===== config.mk =====
export PLATFORM = sky130hd
export DESIGN_NAME = pcx_rle_pixel_unpacker_flat
export DESIGN_NICKNAME = d
export VERILOG_FILES = /design/src/pcxu_pkg.sv /design/src/pcxu_byte_if.sv /design/src/pcxu_group_if.sv /design/src/pcx_rle_pixel_unpacker.sv /design/src/pcxu_group_unit.sv /design/src/flat_wrapper.sv
export SDC_FILE = /design/constraint.sdc
export NUM_CORES = 1
export LEC_CHECK = 0
export ABC_CLOCK_PERIOD_IN_PS = 8420
export BUFFER_PORTS_ARGS = -buffer_cell sky130_fd_sc_hd__buf_2
export CORE_MARGIN = 4
export CORE_UTILIZATION = 60
export CTS_BUF_LIST = sky130_fd_sc_hd__clkbuf_16
export DETAILED_ROUTE_END_ITERATION = 10
export PLACE_DENSITY = 0.81
export SETUP_SLACK_MARGIN = 0.4
export SYNTH_ARGS = -nofsm -noshare
export SYNTH_HDL_FRONTEND = slang
export SYNTH_HIERARCHICAL = 1
export SYNTH_SLANG_ARGS = --single-unit

===== constraint.sdc =====
create_clock -name clk -period 8.42 [get_ports clk]
set_input_delay 0.421 -clock clk [delete_from_list [all_inputs] [get_ports clk]]
set_output_delay 0.421 -clock clk [all_outputs]
set_load 0.005 [all_outputs]

===== src/pcxu_pkg.sv =====
package pcxu_pkg;

    localparam int CFG_INDEX_W = 2;
    localparam int CFG_DATA_W  = 16;

    localparam logic [CFG_INDEX_W-1:0] CFG_PIXEL_DEPTH  = 2'd0;
    localparam logic [CFG_INDEX_W-1:0] CFG_BYTES_PER_ROW = 2'd1;
    localparam logic [CFG_INDEX_W-1:0] CFG_IMAGE_WIDTH  = 2'd2;
    localparam logic [CFG_INDEX_W-1:0] CFG_IMAGE_HEIGHT = 2'd3;

    localparam logic [1:0] DEPTH_1BIT = 2'd0;
    localparam logic [1:0] DEPTH_2BIT = 2'd1;
    localparam logic [1:0] DEPTH_4BIT = 2'd2;
    localparam logic [1:0] DEPTH_8BIT = 2'd3;

    localparam logic [1:0] STATUS_OK       = 2'd0;
    localparam logic [1:0] STATUS_RUN_LONG = 2'd1;
    localparam logic [1:0] STATUS_TRUNC    = 2'd2;

    localparam logic [1:0] RUN_MARK_BITS  = 2'b11;
    localparam logic [5:0] RUN_COUNT_MASK = 6'h3F;

    typedef enum logic [0:0] {
        ST_IDLE,
        ST_EMIT
    } state_t;

    typedef struct packed {
        logic [63:0] group;
        logic [3:0]  keep;
        logic [15:0] column_next;
    } group_res_t;

endpackage


===== src/pcxu_byte_if.sv =====
interface pcxu_byte_if;
    logic       valid;
    logic       ready;
    logic [7:0] data_byte;
    logic       end_of_data;

    modport source (output valid, output data_byte, output end_of_data, input ready);
    modport sink   (input valid, input data_byte, input end_of_data, output ready);
endinterface


===== src/pcxu_group_if.sv =====
interface pcxu_group_if;
    logic        valid;
    logic        ready;
    logic [63:0] pixel_group;
    logic [3:0]  pixel_count;
    logic [15:0] column;
    logic [15:0] row;
    logic        last_of_run;
    logic        row_end;
    logic        image_done;
    logic [1:0]  status;

    modport source (
        output valid, output pixel_group, output pixel_count, output column,
        output row, output last_of_run, output row_end, output image_done,
        output status, input ready
    );
    modport sink (
        input valid, input pixel_group, input pixel_count, input column,
        input row, input last_of_run, input row_end, input image_done,
        input status, output ready
    );
endinterface


===== src/pcx_rle_pixel_unpacker.sv =====
// Single-plane PCX run-length unpacker. Bytes arrive on stream, one item per
// byte; each decoded byte leaves on pixels as one group of up to eight pixel
// indices, clipped to image_width, tagged with its column and row. A literal
// byte is accepted in ST_IDLE and then gives its group from ST_EMIT; a run
// marker is taken with no group, and its value byte then holds stream off
// while ST_EMIT emits one group per repeat (up to 63), the shared group unit
// splitting the byte again for each column, and while pixels stalls.
// Runs longer than bytes_per_row end decoding with status 1, end_of_data
// before the last row gives one empty group with status 2; after that every
// item is swallowed until reset. Configuration must be written through cfg_we,
// cfg_index and cfg_data only while no group is pending; the block does not enforce it.
module pcx_rle_pixel_unpacker (
    input  logic                              clk,
    input  logic                              rst_n,
    input  logic                              cfg_we,
    input  logic [pcxu_pkg::CFG_INDEX_W-1:0]  cfg_index,
    input  logic [pcxu_pkg::CFG_DATA_W-1:0]   cfg_data,
    pcxu_byte_if.sink                         stream,
    pcxu_group_if.source                      pixels
);
    import pcxu_pkg::*;

    // configuration
    logic [1:0]  depth_reg;
    logic [15:0] bpr_reg;
    logic [15:0] width_reg;
    logic [15:0] height_reg;

    // decoder state
    state_t      state_reg, state_next;
    logic        await_reg;
    logic [5:0]  pending_reg;
    logic        err_pend_reg;
    logic [15:0] rbl_reg;
    logic [15:0] column_reg;
    logic [15:0] row_reg;
    logic        finished_reg;

    // run being emitted
    logic [7:0]  value_reg;
    logic [5:0]  reps_left_reg;
    logic        empty_reg;
    logic        rend_reg;
    logic        done_reg;
    logic [1:0]  status_reg;

    // output register
    logic        out_valid_reg;
    logic [63:0] out_group_reg;
    logic [3:0]  out_count_reg;
    logic [15:0] out_column_reg;
    logic [15:0] out_row_reg;
    logic        out_last_reg;
    logic        out_rend_reg;
    logic        out_done_reg;
    logic [1:0]  out_status_reg;

    logic        accept;
    logic        slot_free;
    logic        emit_fire;
    logic        emit_last;
    logic [15:0] eff_bpr;
    logic [15:0] eff_height;
    logic [15:0] rbl_eff;
    logic        is_marker;
    logic [5:0]  reps;
    logic        err;
    logic [15:0] rbl_new;
    logic        rend;
    logic        done;
    logic        take_byte;
    logic        take_marker;
    logic        start_run;
    logic        start_trunc;
    group_res_t  unit_res;

    pcxu_group_unit u_group (
        .value  (value_reg),
        .depth  (depth_reg),
        .column (column_reg),
        .width  (width_reg),
        .res    (unit_res)
    );

    // accept side decode
    always_comb
    begin
        eff_bpr     = (bpr_reg == 16'd0) ? 16'd1 : bpr_reg;
        eff_height  = (height_reg == 16'd0) ? 16'd1 : height_reg;
        rbl_eff     = (rbl_reg == 16'd0) ? eff_bpr : rbl_reg;
        is_marker   = (stream.data_byte[7:6] == RUN_MARK_BITS);
        reps        = await_reg ? pending_reg : 6'd1;
        err         = await_reg ? err_pend_reg : 1'b0;
        rbl_new     = ({10'b0, reps} >= rbl_eff) ? 16'd0 : rbl_eff - {10'b0, reps};
        rend        = (rbl_new == 16'd0);
        done        = err || (rend && (({1'b0, row_reg} + 17'd1) >= {1'b0, eff_height}));
        take_byte   = accept && !finished_reg && !stream.end_of_data;
        take_marker = take_byte && !await_reg && is_marker;
        start_run   = take_byte && !take_marker && ((reps != 6'd0) || err);
        start_trunc = accept && !finished_reg && stream.end_of_data;
    end

    always_comb
    begin
        slot_free = !out_valid_reg || pixels.ready;
        emit_last = empty_reg || (reps_left_reg == 6'd1);
    end

    // next state
    always_comb
    begin
        state_next = state_reg;
        unique case (state_reg)
            ST_IDLE:
            begin
                if (start_run || start_trunc)
                begin
                    state_next = ST_EMIT;
                end
            end
            ST_EMIT:
            begin
                if (slot_free && emit_last)
                begin
                    state_next = ST_IDLE;
                end
            end
            default:
            begin
                state_next = ST_IDLE;
            end
        endcase
    end

    // fsm outputs
    always_comb
    begin
        stream.ready = 1'b0;
        emit_fire    = 1'b0;
        unique case (state_reg)
            ST_IDLE:
            begin
                stream.ready = 1'b1;
            end
            ST_EMIT:
            begin
                emit_fire = slot_free;
            end
            default:
            begin
                stream.ready = 1'b0;
            end
        endcase
        accept = stream.valid && stream.ready;
    end

    always_ff @(posedge clk or negedge rst_n)
    begin
        if (!rst_n)
        begin
            depth_reg  <= DEPTH_8BIT;
            bpr_reg    <= 16'd1;
            width_reg  <= 16'd1;
            height_reg <= 16'd1;
        end
        else if (cfg_we)
        begin
            unique case (cfg_index)
                CFG_PIXEL_DEPTH:   depth_reg  <= cfg_data[1:0];
                CFG_BYTES_PER_ROW: bpr_reg    <= cfg_data;
                CFG_IMAGE_WIDTH:   width_reg  <= cfg_data;
                CFG_IMAGE_HEIGHT:  height_reg <= cfg_data;
                default:           depth_reg  <= depth_reg;
            endcase
        end
    end

    always_ff @(posedge clk or negedge rst_n)
    begin
        if (!rst_n)
        begin
            state_reg     <= ST_IDLE;
            await_reg     <= 1'b0;
            pending_reg   <= 6'd0;
            err_pend_reg  <= 1'b0;
            rbl_reg       <= 16'd0;
            column_reg    <= 16'd0;
            row_reg       <= 16'd0;
            finished_reg  <= 1'b0;
            value_reg     <= 8'd0;
            reps_left_reg <= 6'd0;
            empty_reg     <= 1'b0;
            rend_reg      <= 1'b0;
            done_reg      <= 1'b0;
            status_reg    <= STATUS_OK;
            out_valid_reg <= 1'b0;
        end
        else
        begin
            state_reg <= state_next;

            if (take_marker)
            begin
                pending_reg  <= stream.data_byte[5:0] & RUN_COUNT_MASK;
                err_pend_reg <= ({10'b0, stream.data_byte[5:0]} > eff_bpr);
                await_reg    <= 1'b1;
                rbl_reg      <= rbl_eff;
            end
            else if (take_byte)
            begin
                await_reg    <= 1'b0;
                err_pend_reg <= 1'b0;
            end
            else if (start_trunc)
            begin
                await_reg <= 1'b0;
            end

            if (start_run)
            begin
                rbl_reg       <= rbl_new;
                value_reg     <= stream.data_byte;
                reps_left_reg <= reps;
                empty_reg     <= (reps == 6'd0);
                rend_reg      <= rend;
                done_reg      <= done;
                status_reg    <= err ? STATUS_RUN_LONG : STATUS_OK;
            end
            else if (start_trunc)
            begin
                empty_reg  <= 1'b1;
                rend_reg   <= 1'b0;
                done_reg   <= 1'b1;
                status_reg <= STATUS_TRUNC;
            end

            if (emit_fire)
            begin
                out_valid_reg <= 1'b1;
                if (!empty_reg)
                begin
                    reps_left_reg <= reps_left_reg - 6'd1;
                end
                if (emit_last && rend_reg)
                begin
                    // row moves on only once the whole run is out
                    column_reg <= 16'd0;
                    if (row_reg != 16'hFFFF)
                    begin
                        row_reg <= row_reg + 16'd1;
                    end
                end
                else if (!empty_reg)
                begin
                    column_reg <= unit_res.column_next;
                end
                if (emit_last && done_reg)
                begin
                    finished_reg <= 1'b1;
                end
            end
            else if (pixels.ready)
            begin
                out_valid_reg <= 1'b0;
            end
        end
    end

    // output payload
    always_ff @(posedge clk)
    begin
        if (emit_fire)
        begin
            out_group_reg  <= empty_reg ? 64'd0 : unit_res.group;
            out_count_reg  <= empty_reg ? 4'd0 : unit_res.keep;
            out_column_reg <= column_reg;
            out_row_reg    <= row_reg;
            out_last_reg   <= emit_last;
            out_rend_reg   <= emit_last && rend_reg;
            out_done_reg   <= emit_last && done_reg;
            out_status_reg <= emit_last ? status_reg : STATUS_OK;
        end
    end

    assign pixels.valid       = out_valid_reg;
    assign pixels.pixel_group = out_group_reg;
    assign pixels.pixel_count = out_count_reg;
    assign pixels.column      = out_column_reg;
    assign pixels.row         = out_row_reg;
    assign pixels.last_of_run = out_last_reg;
    assign pixels.row_end     = out_rend_reg;
    assign pixels.image_done  = out_done_reg;
    assign pixels.status      = out_status_reg;

    a_status_on_last: assert property (@(posedge clk) disable iff (!rst_n)
        (pixels.valid && (pixels.status != STATUS_OK))
            |-> (pixels.last_of_run && pixels.image_done))
        else $error("error status on a group that does not end the image");

    a_row_end_on_last: assert property (@(posedge clk) disable iff (!rst_n)
        (pixels.valid && pixels.row_end) |-> pixels.last_of_run)
        else $error("row end flagged before the end of a run");

    a_count_range: assert property (@(posedge clk) disable iff (!rst_n)
        pixels.valid |-> (pixels.pixel_count <= 4'd8))
        else $error("pixel count above eight");

    a_quiet_when_finished: assert property (@(posedge clk) disable iff (!rst_n)
        ((state_reg == ST_IDLE) && finished_reg) |=> (state_reg == ST_IDLE))
        else $error("decoder restarted after finishing");

endmodule


===== src/pcxu_group_unit.sv =====
module pcxu_group_unit (
    input  logic [7:0]               value,
    input  logic [1:0]               depth,
    input  logic [15:0]              column,
    input  logic [15:0]              width,
    output pcxu_pkg::group_res_t     res
);
    import pcxu_pkg::*;

    logic [7:0]  pix [8];
    logic [3:0]  n;
    logic [15:0] room;
    logic [16:0] sum;

    always_comb
    begin
        for (int i = 0; i < 8; i++)
        begin
            pix[i] = 8'h00;
        end
        unique case (depth)
            DEPTH_1BIT:
            begin
                // single bit pixels come out inverted
                for (int i = 0; i < 8; i++)
                begin
                    pix[i] = {7'b0, ~value[7-i]};
                end
                n = 4'd8;
            end
            DEPTH_2BIT:
            begin
                for (int i = 0; i < 4; i++)
                begin
                    pix[i] = {6'b0, value[7-2*i -: 2]};
                end
                n = 4'd4;
            end
            DEPTH_4BIT:
            begin
                pix[0] = {4'b0, value[7:4]};
                pix[1] = {4'b0, value[3:0]};
                n = 4'd2;
            end
            default:
            begin
                pix[0] = value;
                n = 4'd1;
            end
        endcase
    end

    always_comb
    begin
        room = width - column;
        if (column >= width)
        begin
            res.keep = 4'd0;
        end
        else if (room < {12'b0, n})
        begin
            res.keep = room[3:0];
        end
        else
        begin
            res.keep = n;
        end
        for (int i = 0; i < 8; i++)
        begin
            res.group[8*i +: 8] = (4'(i) < res.keep) ? pix[i] : 8'h00;
        end
        sum = {1'b0, column} + {13'b0, n};
        res.column_next = sum[16] ? 16'hFFFF : sum[15:0];
    end

endmodule


===== src/flat_wrapper.sv =====
// flat-port wrapper written by rule: the top's interface ports become plain ports
module pcx_rle_pixel_unpacker_flat import pcxu_pkg::*;
  (clk, rst_n, cfg_we, cfg_index, cfg_data, stream_valid, stream_data_byte, stream_end_of_data, stream_ready, pixels_valid, pixels_pixel_group, pixels_pixel_count, pixels_column, pixels_row, pixels_last_of_run, pixels_row_end, pixels_image_done, pixels_status, pixels_ready);
  pcxu_byte_if stream_i ();
  pcxu_group_if pixels_i ();
  input  logic clk;
  input  logic rst_n;
  input  logic cfg_we;
  input  logic [pcxu_pkg::CFG_INDEX_W-1:0] cfg_index;
  input  logic [pcxu_pkg::CFG_DATA_W-1:0] cfg_data;
  input wire logic [$bits(stream_i.valid)-1:0] stream_valid;
  input wire logic [$bits(stream_i.data_byte)-1:0] stream_data_byte;
  input wire logic [$bits(stream_i.end_of_data)-1:0] stream_end_of_data;
  output wire logic [$bits(stream_i.ready)-1:0] stream_ready;
  output wire logic [$bits(pixels_i.valid)-1:0] pixels_valid;
  output wire logic [$bits(pixels_i.pixel_group)-1:0] pixels_pixel_group;
  output wire logic [$bits(pixels_i.pixel_count)-1:0] pixels_pixel_count;
  output wire logic [$bits(pixels_i.column)-1:0] pixels_column;
  output wire logic [$bits(pixels_i.row)-1:0] pixels_row;
  output wire logic [$bits(pixels_i.last_of_run)-1:0] pixels_last_of_run;
  output wire logic [$bits(pixels_i.row_end)-1:0] pixels_row_end;
  output wire logic [$bits(pixels_i.image_done)-1:0] pixels_image_done;
  output wire logic [$bits(pixels_i.status)-1:0] pixels_status;
  input wire logic [$bits(pixels_i.ready)-1:0] pixels_ready;
  assign stream_i.valid = stream_valid;
  assign stream_i.data_byte = stream_data_byte;
  assign stream_i.end_of_data = stream_end_of_data;
  assign stream_ready = stream_i.ready;
  assign pixels_valid = pixels_i.valid;
  assign pixels_pixel_group = pixels_i.pixel_group;
  assign pixels_pixel_count = pixels_i.pixel_count;
  assign pixels_column = pixels_i.column;
  assign pixels_row = pixels_i.row;
  assign pixels_last_of_run = pixels_i.last_of_run;
  assign pixels_row_end = pixels_i.row_end;
  assign pixels_image_done = pixels_i.image_done;
  assign pixels_status = pixels_i.status;
  assign pixels_i.ready = pixels_ready;
  pcx_rle_pixel_unpacker u_core (.clk(clk), .rst_n(rst_n), .cfg_we(cfg_we), .cfg_index(cfg_index), .cfg_data(cfg_data), .stream(stream_i), .pixels(pixels_i));
endmodule

==> impl_results.md, run 1 <==
- CTS Buf Count: 25
- Maxcap violations: 0
- Setup Buffers After CTS: 0
- Status: finished clean
- Latest clock arrival within the worst-skew pair: 520 ps
- Final Hold Vio Count: 0
- Fin Hold WS: 1.614 ps
- Synth warn: 6
- Vias in the first global route: 9468
- Ranking of synthesized cells by area: edfxtp_1, dfrtp_1, ha_1
- CP required: 8650 ps
- HP Class: in -> async
- Max FO, Critical Path: 20
- Die width: 154.9 microns
- Root Buffer: clkbuf_16
- Cts hold-fix bufs: 0
- Post-DP Area: 13650 sq um
- EDFF count, synth: 105
- Routed wire length: 30.21 mm
- Yosys top cell by area: edfxtp_1
- Lkg Pwr: 6.233 nW
- Sum Neg Setup Slack: 0 ps
- H-Tree Depth: 1
- Vias per cell: 5.901
- Pins over their slew limit: 0
- Synth Instances: 1263
- Setup WS post-layout: 2949 ps
- CTS resizes: 0
- Most common cell after layout, fill and taps aside: nand2_1
- Top-area cell type share of the netlist area: 24.35%
- Dpl ws: 3119 ps
- Die ar.: 24000 sq um
- Mapped Area: 12950 sq um
- Final clock period utilization by the worst path: 64.98%
- Crit path arrival time: 5700 ps
- GRT overflow: 0
- CTS tree: done
- Slew HR: 12.08%
- #FFs+latches synth: 233
- Drt first pass iters: 7
- Peak VDD IR: 0.0002027 V
- Largest net degree at the start of global routing: 82
- GPL Wtd Cong: 0.9478
- Total track usage: 24.70%
- Detail Placement HPWL: 22.33 mm
- Max FFs per register: 64
- P per Cell Area: 308.1 nW/um^2
- Most frequent cells in the layout: nand2_1, buf_2, dfrtp_1, edfxtp_1, nor2b_1
- Starting Density: 61.22%
- Drt wl/cell: 18.03 microns
- DRC errors left: 0
- Final setup vio count: 0
- Critical path type: reg -> reg
- Cell variety after synth: 79
- Final #Nets: 1471
- Worst-case clock buffer depth: 3
- Clock sink count: 233
- Top_reg_cell synth: dfrtp_1
- Layout area overhead: 11.14%
- Number of routed nets with antenna violations: 0
- CP startpoint kind: register
- CORE AREA: 21150 sq um
- Crit. End Element: register
- Vias: 9884
- Worst-path clk slew: 60 ps
- Fmax: 182.8 MHz
- Fin Clk Skew: 17.42 ps
- R2R depth: 15
- Cell Rows: 53
- DR iter-0 viols: 879
- Initial antenna violation count: 0
- RSZ-0062 raised after global routing: false
- Crit path time final: 5471 ps
- Least-Margin Pin Slew: 1314 ps
- Buffers on Ports: 138
- Share of cells above drive strength 1: 19.00%
- First-pass GRT wire length: 48.53 mm
- Fillers: 1597
- Die Y: 154.9 microns
- Post-synthesis async set-or-reset flop share: 54.94%
- Syn_area_per_cell: 10.25 sq um
- Sequential-to-total area share from yosys stat: 49.13%
- Boundary Pins: 139
- Diode count: 0
- Post-route cell area: 14390 sq um
-- per-layer routing --
| layer | global-route usage (%) | routed length [microns] | vias to the layer above |
|---|---|---|---|
| met5 | 0 | 0 | - |
| met3 | 3.978 | 2325 | 69 |
| met2 | 40.42 | 14270 | 441 |
| met4 | 8.831 | 988 | 0 |
| met1 | 33.66 | 12620 | 4724 |
| li1 | - | - | 4650 |
-- report_power, final --
group / switching (W) / internal [W] / total, W
registers: 0.000223 / 0.00157 / 0.00179
logic: 0.000998 / 0.000639 / 0.00164
clock network: 0.000436 / 0.000569 / 0.00100
-- final timing paths --
kind | startpoint | endpoint | slack, ps
worst max-delay path | u_core/column_reg[2] | u_core/pixels.pixel_group[25] | 2950
worst min-delay path | rst_n | u_core/rbl_reg[12] | 2
worst max register to register | u_core/column_reg[2] | u_core/pixels.pixel_group[25] | 2950
worst min register to register | u_core/finished_reg | u_core/finished_reg | 480
max in group asynchronous | rst_n | u_core/column_reg[14] | 7040
min in group clk | stream_data_byte[6] | u_core/value_reg[6] | 130
-- cell type report --
| cell class | instances | area (sq um) | share of cell area [%] |
|---|---|---|---|
| multi-input cells | 905 | 5927 | 41.18 |
| clock buffers | 25 | 625.6 | 4.347 |
| repair buffers | 143 | 730.7 | 5.077 |
| well taps | 275 | 344.1 | 2.391 |
| inverters | 74 | 280.3 | 1.947 |
| flip-flops and latches | 233 | 6364 | 44.21 |
| clock inverters | 20 | 121.4 | 0.8433 |
-- per-stage QoR --
stage	power (W)	instances	utilization, %
global route	0.004719	1675	68.04
global placement	0.003350	1630	64.51
finish	0.004434	1675	68.04
CTS	0.004429	1675	68.04
detailed placement	0.003417	1630	64.51
floorplan	0.002926	1306	-
-- Yosys cell counts (36+ instances only) --
cell type	number
inv_1	74
mux2_2	58
dfrtp_1	123
a21oi_1	55
nor2_1	68
nor2b_1	85
o21ai_0	63
ha_1	54
nand3_1	36
clkbuf_1	38
buf_4	45
nand2_1	142
edfxtp_1	105
-- cell families (layout without fill, tap and decap cells) --
family,count (synthesis),in the layout,share of synthesized area [%]
other cells,1,44,0.02896
simple gates,453,453,17.85
mux,64,64,5.604
compound gates,236,236,11.91
xor+xnor,51,51,3.449
buf+inv,168,262,6.348
flops,233,233,49.13
fa+ha+maj,57,57,5.681
-- worst max-delay path, cell delays in order (launching register included) --
cell      delay [ps]
dfrtp_1          400
inv_1             60
ha_1             350
a21oi_1          210
nand2_1          120
xnor2_1          860
inv_1            320
ha_1             300
a311oi_1         210
nand4_1          120
or4_1            410
a31oi_1          200
nand4_2          200
nor2_1          1040
a31oi_1          190
nor2b_1          190
(Power assumes the default switching activity.)
==> run 2, diff against run 1 <==
Settings changed: ABC_AREA set to 1, ABC_CLOCK_PERIOD_IN_PS 8420 to 5000, CORE_UTILIZATION 60 to 55, PLACE_DENSITY 0.81 to 0.78.
Clock period 8.42 ns to 5 ns, I/O delays scaled along.
==> impl_results.md, run 2 <==
- DR iter-0 viols: 821 (-6.6%)
- Worst r2r src: u_core/rbl_reg[0]
- CTS resizes: 0 (unchanged)
- Final Hold Vio Count: 0 (unchanged)
- Die width: 163.7 microns (+5.7%)
- Share of cells above drive strength 1: 13.53% (-5.5 points)
- CP startpoint kind: register
- Fin Hold WS: 43.25 ps (+41.64 ps)
- HP Start: stream_end_of_data
- Setup WS post-layout: 1018 ps (-1931 ps)
- Sequential-to-total area share from yosys stat: 47.73% (-1.4 points)
- Cell variety after synth: 56 (-29%)
- DRC errors left: 0 (unchanged)
- HP Class: in -> reg
- Synth warn: 6 (unchanged)
- Cts hold-fix bufs: 2 (+2)
- Routed wire length: 29.79 mm (-1.4%)
- GPL Wtd Cong: 0.9549 (+0.75%)
- CP required: 5430 ps (-3220 ps)
- Synth Instances: 1628 (+29%)
- Mux contribution to synthesized area: 0.3379% (-5.3 points)
- Fmax: 251.1 MHz (+37%)
- Boundary Pins: 139 (unchanged)
- First-pass GRT wire length: 48.30 mm (-0.47%)
- Critical path type: reg -> reg
- CTS Buf Count: 25 (unchanged)
- Post-synthesis async set-or-reset flop share: 54.94% (unchanged)
- CTS tree: done
- Worst setup path start: u_core/rbl_reg[0]
- Layout area overhead: 12.00%
- Die ar.: 26790 sq um (+12%)
- Peak VDD IR: 0.0003435 V (+69%)
- Slew HR: 21.08% (+9.0 points)
- Max FO, Critical Path: 20 (unchanged)
- Initial antenna violation count: 0 (unchanged)
- Final #Nets: 1851 (+26%)
- RSZ-0062 raised after global routing: false
- Least-Margin Pin Slew: 1184 ps (-130.1 ps)
- Fin Clk Skew: 14.33 ps (-3.090 ps)
- Pins over their slew limit: 0 (unchanged)
- Most frequent cells in the layout: nand2_1, inv_1, nor2_1, buf_2, dfrtp_1
- Xor/xnor share of the synthesized area: 1.380% (-2.1 points)
- #FFs+latches synth: 233 (unchanged)
- Final clock period utilization by the worst path: 79.64% (+15 points)
- Diode count: 0 (unchanged)
- Synth top cells by count: nand2_1, inv_1, nor2_1
- Lkg Pwr: 7.006 nW (+12%)
- Detail Placement HPWL: 22.73 mm (+1.8%)
- Starting Density: 56.28% (-4.9 points)
- H-Tree Depth: 1 (unchanged)
- Syn_area_per_cell: 8.187 sq um (-20%)
- Crit path arrival time: 4420 ps (-1280 ps)
- Drt wl/cell: 14.18 microns (-21%)
- Dpl ws: 1162 ps (-1957 ps)
- Sum Neg Setup Slack: 0 ps (unchanged)
- Top-area cell type share of the netlist area: 23.66% (-0.69 points)
- Total track usage: 22.04% (-2.7 points)
- Adder-cell share of the synthesized area: 5.520% (-0.16 points)
- Maxcap violations: 0 (unchanged)
- Yosys top cell by area: edfxtp_1
- Most common cell after layout, fill and taps aside: nand2_1
- Ranking of synthesized cells by area: edfxtp_1, dfrtp_1, nand2_1
- Simple-gate share of the synthesized area: 23.41% (+5.6 points)
- Crit. End Element: register
- Worst-path clk slew: 60 ps (about the same)
- Latest clock arrival within the worst-skew pair: 520 ps (about the same)
- Status: finished clean
- Die Y: 163.7 microns (+5.7%)
- Setup Buffers After CTS: 0 (unchanged)
- Root Buffer: clkbuf_16
- Most frequent cell after synthesis: nand2_1
- Top_reg_cell synth: dfrtp_1
- GRT overflow: 0 (unchanged)
- Vias: 10710 (+8.4%)
- Largest net degree at the start of global routing: 72 (-12%)
- Final setup vio count: 0 (unchanged)
- Drt first pass iters: 5 (-2)
- P per Cell Area: 366.9 nW/um^2 (+19%)
- Number of routed nets with antenna violations: 0 (unchanged)
- Worst-case clock buffer depth: 3 (unchanged)
- Largest family of logic cells by synthesized area: simple AND/OR/NAND/NOR gates
- EDFF count, synth: 105 (unchanged)
- Vias in the first global route: 10020 (+5.9%)
- Mapped Area: 13330 sq um (+2.9%)
- Cell Rows: 56 (+5.7%)
- Post-synthesis compound-gate area fraction: 8.730% (-3.2 points)
- Max FFs per register: 64 (unchanged)
- Buffers on Ports: 138 (unchanged)
- Clock sink count: 233 (unchanged)
- Vias per cell: 5.102 (-14%)
- CORE AREA: 23680 sq um (+12%)
- Crit path time final: 3982 ps (-1489 ps)
[run 2: worst max-delay path, stage by stage (launching register included)]
cell     delay [ps]
dfrtp_1         370
nor2_1           60
nand2_1         100
nor2_4           90
nand2_1         280
inv_1           150
a21oi_1         230
ha_1            210
inv_1            70
fa_1            400
nand3_1         110
nand2_1          80
a21oi_1         270
nor2_1          110
nor3_2          180
nand2_1         390
nand3_1         260
nand2_1          80
nor2_1          190
nand4_1         120
a21oi_1         140
[run 2: path summary, 6_finish.rpt]
kind,endpoint,slack (ps),depth (start not counted)
setup / recovery,u_core/done_reg,1020,20
hold reg to reg,u_core/finished_reg,460,2
min in group asynchronous,u_core/row_reg[7],280,2
hold / removal,u_core/status_reg[1],40,3
max in group asynchronous,u_core/pixels.valid,3520,3
setup reg to reg,u_core/done_reg,1020,20
[run 2: metal layers]
metal	routed length [microns]	vias to the layer above	part of all wire (%)	global-route usage (%)
li1	-	5398	-	-
met3	1819	74	6.1	3.482
met5	0	-	0	0
met2	13800	347	46	36.19
met1	13160	4895	44	29.80
met4	1011	0	3.4	7.930
[run 2: power by group]
group	internal (W)	leakage, nW	switching (W)
sequential	0.00222	2.55	0.000153
clock	0.00102	0.409	0.000739
combinational	0.000491	4.05	0.000859
[run 2: cell type report]
class | instances | area, sq um
repair buffers | 146 | 758.2
well taps | 319 | 399.1
fillers | 2063 | 8755
inverters | 321 | 1207
multi-input cells | 1035 | 5418
clock inverters | 21 | 156.4
flip-flops and latches | 233 | 6364
clock buffers | 25 | 625.6
[run 2: through the flow]
step,util (%),area (sq um),std cells,total power [W]
floorplan,-,13490,1671,0.003400
global placement,59.65,14130,2052,0.003686
detailed placement,59.65,14130,2052,0.003739
CTS,63.03,14930,2100,0.005504
global route,63.03,14930,2100,0.005830
finish,63.03,14930,2100,0.005477
[run 2: cell families after synthesis]
logic type / Yosys count
fa+ha+maj: 57
flops: 233
mux: 4
other cells: 1
compound gates: 206
buf+inv: 403
xor+xnor: 21
simple gates: 703
